===== config.mk =====
export PLATFORM = sky130hd
export DESIGN_NAME = agfe_ramp_div
export DESIGN_NICKNAME = d
export VERILOG_FILES = /design/src/rtl/core/agfe_pkg.sv /design/src/rtl/core/agfe_ramp_div.sv
export SDC_FILE = /design/constraint.sdc
export NUM_CORES = 1
export LEC_CHECK = 0
export BUFFER_PORTS_ARGS = -buffer_cell sky130_fd_sc_hd__buf_2
export CAP_MARGIN = 40
export CELL_PAD_IN_SITES_DETAIL_PLACEMENT = 0
export CELL_PAD_IN_SITES_GLOBAL_PLACEMENT = 1
export CORE_MARGIN = 2
export CORE_UTILIZATION = 50
export DETAILED_ROUTE_END_ITERATION = 16
export GPL_ROUTABILITY_DRIVEN = 0
export MAX_ROUTING_LAYER = met4
export PLACE_DENSITY_LB_ADDON = 0.1
export SLEW_MARGIN = 30
export SYNTH_ARGS = -nofsm -noshare
export SYNTH_HDL_FRONTEND = slang
export SYNTH_SLANG_ARGS = --single-unit

===== constraint.sdc =====
create_clock -name i_clk -period 8.9 [get_ports i_clk]
set_clock_uncertainty 0.1 [all_clocks]
set_input_delay 0.445 -clock i_clk [delete_from_list [all_inputs] [get_ports i_clk]]
set_output_delay 0.445 -clock i_clk [all_outputs]
set_load 0.03 [all_outputs]

===== src/rtl/core/agfe_pkg.sv =====
// Shared types, constants and helper functions for the audio gain, fade and echo effect.
// Used by agfe_ramp_div and the top level; depends on nothing else.
package agfe_pkg;

    localparam int SAMPLE_W  = 16;
    localparam int INDEX_W   = 25;
    localparam int MAX_DELAY = 8192;
    localparam int DELAY_AW  = $clog2(MAX_DELAY);
    localparam int FILL_W    = DELAY_AW + 1;
    localparam int CLIP_W    = 24;
    localparam int PLEN_W    = CLIP_W + 1;
    localparam int GAIN_W    = 15;
    localparam int MODE_W    = 3;
    localparam int CFG_IDX_W = 3;
    localparam int CFG_W     = 24;
    localparam int MAG_W     = SAMPLE_W + 1;
    localparam int QUOT_W    = SAMPLE_W + 1;
    localparam int PROD_W    = MAG_W + PLEN_W;
    localparam int STEP_W    = $clog2(QUOT_W + 1);
    localparam int WIDE_W    = SAMPLE_W + 3;

    // Register indexes on the configuration port.
    localparam logic [CFG_IDX_W-1:0] REG_EFFECT_MODE = 3'd0;
    localparam logic [CFG_IDX_W-1:0] REG_FADE_OUT_EN = 3'd1;
    localparam logic [CFG_IDX_W-1:0] REG_CLIP_LENGTH = 3'd2;
    localparam logic [CFG_IDX_W-1:0] REG_ECHO_DELAY  = 3'd3;
    localparam logic [CFG_IDX_W-1:0] REG_ECHO_GAIN   = 3'd4;

    // Effect codes.
    localparam logic [MODE_W-1:0] MODE_NONE     = 3'd0;
    localparam logic [MODE_W-1:0] MODE_FADE_IN  = 3'd1;
    localparam logic [MODE_W-1:0] MODE_HALF     = 3'd2;
    localparam logic [MODE_W-1:0] MODE_BOOST    = 3'd3;
    localparam logic [MODE_W-1:0] MODE_ECHO     = 3'd4;
    localparam logic [MODE_W-1:0] MODE_MUTE     = 3'd5;
    localparam logic [MODE_W-1:0] MODE_FADE_IN2 = 3'd6;
    localparam logic [MODE_W-1:0] MODE_HALF2    = 3'd7;

    // Register reset values.
    localparam logic [CLIP_W-1:0]   CLIP_RESET  = 24'd44100;
    localparam logic [DELAY_AW-1:0] DELAY_RESET = 13'd7350;
    localparam logic [GAIN_W-1:0]   GAIN_RESET  = 15'd31130;

    typedef enum logic [2:0] {
        S_IDLE,
        S_MEM,
        S_EFF,
        S_ECHO,
        S_FADE,
        S_DIV,
        S_DONE
    } t_state;

    // Request to the ramp unit: result = sign * (mag * num / den), truncated.
    typedef struct packed {
        logic              start;
        logic              neg;
        logic [MAG_W-1:0]  mag;
        logic [PLEN_W-1:0] num;
        logic [PLEN_W-1:0] den;
    } t_div_req;

    typedef struct packed {
        logic                       done;
        logic signed [SAMPLE_W-1:0] result;
    } t_div_rsp;

    function automatic logic signed [SAMPLE_W-1:0] f_sat(input logic signed [WIDE_W-1:0] v);
        logic signed [WIDE_W-1:0] hi;
        logic signed [WIDE_W-1:0] lo;
        hi = WIDE_W'(signed'({1'b0, {(SAMPLE_W-1){1'b1}}}));
        lo = WIDE_W'(signed'({1'b1, {(SAMPLE_W-1){1'b0}}}));
        if (v > hi) begin
            f_sat = hi[SAMPLE_W-1:0];
        end else if (v < lo) begin
            f_sat = lo[SAMPLE_W-1:0];
        end else begin
            f_sat = v[SAMPLE_W-1:0];
        end
    endfunction

endpackage


===== src/rtl/core/agfe_ramp_div.sv =====
// Ramp unit: registered multiply then a restoring divider, one quotient bit per cycle.
// Depends on agfe_pkg for widths, request and response types and saturation.
module agfe_ramp_div (
    input  logic              i_clk,
    input  logic              i_rst_n,
    input  agfe_pkg::t_div_req i_req,
    output agfe_pkg::t_div_rsp o_rsp
);

    logic                          r_busy;
    logic                          r_done;
    logic [agfe_pkg::STEP_W-1:0]   r_step;
    logic [agfe_pkg::PROD_W-1:0]   r_rem;
    logic [agfe_pkg::PROD_W-1:0]   r_dsr;
    logic [agfe_pkg::QUOT_W-1:0]   r_q;
    logic                          r_neg;
    logic                          ge;
    logic signed [agfe_pkg::WIDE_W-1:0] signed_q;

    assign ge = (r_rem >= r_dsr);

    always_ff @(posedge i_clk) begin
        if (!i_rst_n) begin
            r_busy <= 1'b0;
            r_done <= 1'b0;
            r_step <= '0;
        end else begin
            r_done <= 1'b0;
            if (i_req.start && !r_busy) begin
                r_busy <= 1'b1;
                r_step <= agfe_pkg::STEP_W'(agfe_pkg::QUOT_W);
            end else if (r_busy) begin
                r_step <= r_step - 1'b1;
                if (r_step == agfe_pkg::STEP_W'(1)) begin
                    r_busy <= 1'b0;
                    r_done <= 1'b1;
                end
            end
        end
    end

    // The quotient never exceeds the magnitude, so the divisor starts
    // shifted by one less than the quotient width.
    always_ff @(posedge i_clk) begin
        if (i_req.start && !r_busy) begin
            r_rem <= agfe_pkg::PROD_W'(i_req.mag * i_req.num);
            r_dsr <= agfe_pkg::PROD_W'({i_req.den, {(agfe_pkg::QUOT_W-1){1'b0}}});
            r_q   <= '0;
            r_neg <= i_req.neg;
        end else if (r_busy) begin
            if (ge) begin
                r_rem <= r_rem - r_dsr;
            end
            r_q   <= {r_q[agfe_pkg::QUOT_W-2:0], ge};
            r_dsr <= r_dsr >> 1;
        end
    end

    always_comb begin
        signed_q = agfe_pkg::WIDE_W'(signed'({1'b0, r_q}));
        if (r_neg) begin
            signed_q = -signed_q;
        end
        o_rsp.done   = r_done;
        o_rsp.result = agfe_pkg::f_sat(signed_q);
    end

endmodule

==> impl_results.html <==
<table>
<tr><th>Metric</th><th>Value</th></tr>
<tr><th colspan="2">CTS</th></tr>
<tr><td>Clock network latency to the later pin of the worst-skew pair</td><td>0.37 ns</td></tr>
<tr><td>Clock transition time at the flip-flop clock pins of the worst setup and hold paths</td><td>0.08 ns</td></tr>
<tr><td>Buffer count from post-CTS setup fixing</td><td>0</td></tr>
<tr><td>Post_cts resized</td><td>0</td></tr>
<tr><td>Clk sink count</td><td>108</td></tr>
<tr><td>Bufs on Longest Clock Path</td><td>2</td></tr>
<tr><td>Root buffer selected by CTS</td><td>sky130_fd_sc_hd__clkbuf_16</td></tr>
<tr><td>H-tree levels</td><td>3</td></tr>
<tr><td>Number of CTS-inserted buffers</td><td>9</td></tr>
<tr><td>Post-cts hold buffer count</td><td>0</td></tr>
<tr><td>Clock tree from TritonCTS</td><td>built</td></tr>
<tr><th colspan="2">Layout</th></tr>
<tr><td>Fill cell total of the finished layout</td><td>3945</td></tr>
<tr><td>Commonest non-fill, non-tap cell in the layout</td><td>sky130_fd_sc_hd__inv_1</td></tr>
<tr><td>Finished Layout Cells</td><td>2950</td></tr>
<tr><td>Nets</td><td>2989</td></tr>
<tr><td>Most used cells in the layout excluding fill and tap cells</td><td>496 x sky130_fd_sc_hd__inv_1, 362 x sky130_fd_sc_hd__nand2_1, 345 x sky130_fd_sc_hd__fa_1</td></tr>
<tr><td>Fraction of final layout cells with drive strength greater than 1</td><td>0.0596</td></tr>
<tr><td>Number of diodes</td><td>0</td></tr>
<tr><td>Area Growth Syn to Fin</td><td>4.87%</td></tr>
<tr><th colspan="2">Run</th></tr>
<tr><td>Max capacitance violation total</td><td>0</td></tr>
<tr><th colspan="2">Setup path</th></tr>
<tr><td>Crit path launch type</td><td>input port</td></tr>
<tr><td>Critical Path, Cell by Cell</td><td>buf_2 &gt; nand2_1 &gt; fa_1 &gt; fa_1 &gt; fa_1 &gt; inv_1 &gt; fa_1 &gt; fa_1 &gt; inv_1 &gt; fa_1 &gt; inv_1 &gt; ha_1 &gt; nand3_1 &gt; or3_1 &gt; a211oi_1 &gt; o31a_1 &gt; nor2_1 &gt; o31a_1 &gt; o31ai_1 &gt; mux2i_1 &gt; nand4_1</td></tr>
<tr><td>Endpoint of the most critical register-to-register path</td><td>r_rem[35]</td></tr>
<tr><td>Highest fanout seen on the critical path</td><td>25</td></tr>
<tr><td>Setup Crit Path Kind</td><td>in2reg</td></tr>
<tr><td>Type of destination of the critical path</td><td>flip-flop</td></tr>
<tr><td>Max stage delay on crit path</td><td>0.56 ns</td></tr>
<tr><td>FF-to-FF path depth</td><td>13</td></tr>
<tr><td>Minimum setup slack among reg-to-reg paths</td><td>4.93 ns</td></tr>
<tr><td>RR Startpoint</td><td>r_rem[0]</td></tr>
<tr><td>Cell mode on critical path</td><td>sky130_fd_sc_hd__fa_1</td></tr>
<tr><td>Required time worst endpoint</td><td>8.90 ns</td></tr>
<tr><td>Data arrival, critical path</td><td>6.82 ns</td></tr>
<tr><td>CP max-delay cell</td><td>sky130_fd_sc_hd__fa_1</td></tr>
<tr><th colspan="2">STA</th></tr>
<tr><td>Max-slew violations</td><td>0</td></tr>
<tr><td>Final setup violation count</td><td>0</td></tr>
<tr><td>Relative max-transition margin</td><td>0.493</td></tr>
<tr><td>Final count of hold timing violations</td><td>0</td></tr>
<tr><td>Period Utilization, post-route</td><td>0.766</td></tr>
<tr><td>Actual transition at the worst max-transition pin</td><td>0.760 ns</td></tr>
<tr><td>Final period demand of the worst path</td><td>6.82 ns</td></tr>
<tr><td>FMAX</td><td>147 MHz</td></tr>
<tr><td>Setup TNS</td><td>0 ns</td></tr>
<tr><td>Unrepaired setup endpoints after global routing</td><td>false</td></tr>
<tr><th colspan="2">Routing</th></tr>
<tr><td>1st-iter DRT viols</td><td>996</td></tr>
<tr><td>Detailed-route via count</td><td>15900</td></tr>
<tr><td>DR vias/cell</td><td>5.37</td></tr>
<tr><td>Detailed-route DRC error count</td><td>0</td></tr>
<tr><td>Detailed-route wire length per cell</td><td>17.3 um</td></tr>
<tr><td>Number of nets with antenna violations after detailed routing</td><td>0</td></tr>
<tr><td>Initial DRT Pass Iterations</td><td>7</td></tr>
<tr><td>Total wire length after detailed routing</td><td>51100 um</td></tr>
<tr><th colspan="2">Yosys</th></tr>
<tr><td>Post-Synthesis Cell Area</td><td>20800 um2</td></tr>
<tr><td>Flop and latch count out of synthesis</td><td>108</td></tr>
<tr><td>Average footprint of a synthesized cell</td><td>8.58 um2</td></tr>
<tr><td>Gate count of the mapped netlist</td><td>2427</td></tr>
<tr><td>Dominant register cell in the synthesized netlist</td><td>sky130_fd_sc_hd__edfxtp_1</td></tr>
<tr><td>Portion of the post-synthesis area used by sequential elements</td><td>0.136</td></tr>
<tr><td>Distinct cell type count of the synthesized netlist</td><td>71</td></tr>
<tr><td>Share of async-settable or async-resettable flops after synthesis</td><td>0</td></tr>
<tr><td>Total number of yosys warnings</td><td>0</td></tr>
<tr><td>Number of enable-type register cells in the synthesized netlist</td><td>68</td></tr>
<tr><td>Synthesized net count</td><td>3003</td></tr>
<tr><th colspan="2">Floorplan</th></tr>
<tr><td>Vert. Die Dim</td><td>208 um</td></tr>
<tr><td>Initial standard-cell utilization of the core</td><td>0.508</td></tr>
<tr><td>Placeable core region</td><td>41000 um2</td></tr>
<tr><td>Area of the die</td><td>43300 um2</td></tr>
<tr><td>IO Count</td><td>88</td></tr>
<tr><td>Number of placement rows</td><td>74</td></tr>
<tr><td>Die X</td><td>208 um</td></tr>
<tr><th colspan="2">GRT</th></tr>
<tr><td>Wire length of the first global-routing pass</td><td>85600 um</td></tr>
<tr><td>Overall overflow remaining after global route</td><td>0</td></tr>
<tr><td>Total global-route track usage</td><td>0.251</td></tr>
<tr><td>Pin count of the biggest net entering global routing</td><td>74</td></tr>
<tr><td>Antenna violations before repair</td><td>0</td></tr>
<tr><td>Number of global-route vias before repair</td><td>16300</td></tr>
<tr><th colspan="2">Placement</th></tr>
<tr><td>Dpl cells</td><td>2934</td></tr>
<tr><td>Post-detail-place hpwl</td><td>40200 um</td></tr>
<tr><td>IO buf count</td><td>87</td></tr>
<tr><th colspan="2">Hold path</th></tr>
<tr><td>Hold Crit Depth</td><td>1</td></tr>
<tr><td>Hold crit path type</td><td>in2reg</td></tr>
<tr><td>HP Start</td><td>i_req[67]</td></tr>
<tr><td>Worst hold endpoint</td><td>r_neg</td></tr>
<tr><th colspan="2">Status</th></tr>
<tr><td>Outcome</td><td>complete, no violations</td></tr>
</table>
-- per-layer routing --
metal,up-vias,track usage,part of all wire
met5,-,-,0
met2,432,0.388,0.44
li1,7539,-,-
met4,0,0.0404,0.010
met1,7847,0.367,0.49
met3,35,0.0226,0.050
-- cells in the mapped netlist, types with 10 or more instances --
library cell,instances,share of area
sky130_fd_sc_hd__dfxtp_1,40,0.038
sky130_fd_sc_hd__nand2b_1,23,0.0069
sky130_fd_sc_hd__nand4_1,11,0.0033
sky130_fd_sc_hd__o21ai_0,66,0.016
sky130_fd_sc_hd__inv_1,496,0.089
sky130_fd_sc_hd__a211oi_1,11,0.0040
sky130_fd_sc_hd__xor2_1,38,0.016
sky130_fd_sc_hd__nand3_1,31,0.0074
sky130_fd_sc_hd__a21oi_1,105,0.025
sky130_fd_sc_hd__nor3_1,14,0.0034
sky130_fd_sc_hd__nor2_1,74,0.013
sky130_fd_sc_hd__a22o_1,24,0.010
sky130_fd_sc_hd__ha_1,160,0.096
sky130_fd_sc_hd__clkbuf_1,112,0.020
sky130_fd_sc_hd__a21oi_2,11,0.0046
sky130_fd_sc_hd__fa_1,345,0.33
sky130_fd_sc_hd__a21o_1,34,0.012
sky130_fd_sc_hd__edfxtp_1,68,0.098
sky130_fd_sc_hd__nand2_1,362,0.065
sky130_fd_sc_hd__and2_1,167,0.050
sky130_fd_sc_hd__o31ai_1,24,0.0086
sky130_fd_sc_hd__o211ai_1,10,0.0036
sky130_fd_sc_hd__a31oi_1,15,0.0045
sky130_fd_sc_hd__xnor2_1,45,0.019
-- worst max-delay path by stage --
stage	from	endpoint	slack [ns]	cells past startpoint
2_1_floorplan	i_req[58]	r_rem[40]	2.27	24
3_3_place_gp	i_req[52]	r_rem[40]	1.84	21
3_5_place_dp	i_req[52]	r_rem[40]	1.71	21
4_1_cts	i_req[52]	r_rem[40]	2.08	21
5_1_grt	i_req[52]	r_rem[37]	1.70	21
6_report	i_req[52]	r_rem[40]	2.08	21
-- layout make-up --
class                           instances  area (um2)  area share
Multi-Input combinational cell       1703       15700       0.717
Sequential cell                       108        2840       0.130
Inverter                              497        1870      0.0854
Tap cell                              532         666      0.0305
Timing Repair Buffer                   94         495      0.0227
Clock buffer                           11         243      0.0111
Clock inverter                          5        58.8     0.00269
-- cells by family (layout without fill, tap and decap cells) --
kind of cell,Yosys count,after routing,share of synthesized area
adders and majority gates,505,505,0.428
buffers and inverters,616,607,0.112
AOI/OAI and AO/OA,364,364,0.114
xor gates and xnor gates,84,84,0.0357
and+or+nand+nor,741,741,0.170
muxes,9,9,0.00432
DFF,108,108,0.136
-- worst max-delay path, delay by kind of cell --
family | cells | cell delay, ns
AND/OR/NAND/NOR | 5 | 0.94
buffers and inverters | 4 | 0.56
AO/OA/AOI/OAI | 4 | 1.19
adder cells (fa/ha/maj) | 7 | 3.43
multiplexers | 1 | 0.23
-- state kept, by name, indices dropped and copies added, names as in the netlist --
signal,count
r_busy,1
r_done,1
r_dsr,41
r_neg,1
r_q,17
r_rem,42
r_step,5
-- through the flow --
| stage | worst slack [ns] | utilization | hold slack, ns | area, um2 |
|---|---|---|---|---|
| floorplan | 2.27 | - | 0.325 | 20800 |
| global placement | 1.84 | 0.525 | 0.341 | 21500 |
| detailed placement | 1.71 | 0.525 | 0.340 | 21500 |
| CTS | 2.08 | 0.533 | 0.142 | 21800 |
| global route | 1.70 | 0.533 | 0.143 | 21800 |
| finish | 2.08 | 0.533 | 0.157 | 21800 |
Power is left out: the tool's default activity adds up to more than one toggle a clock period on the data nets, which glitch-free logic cannot reach.
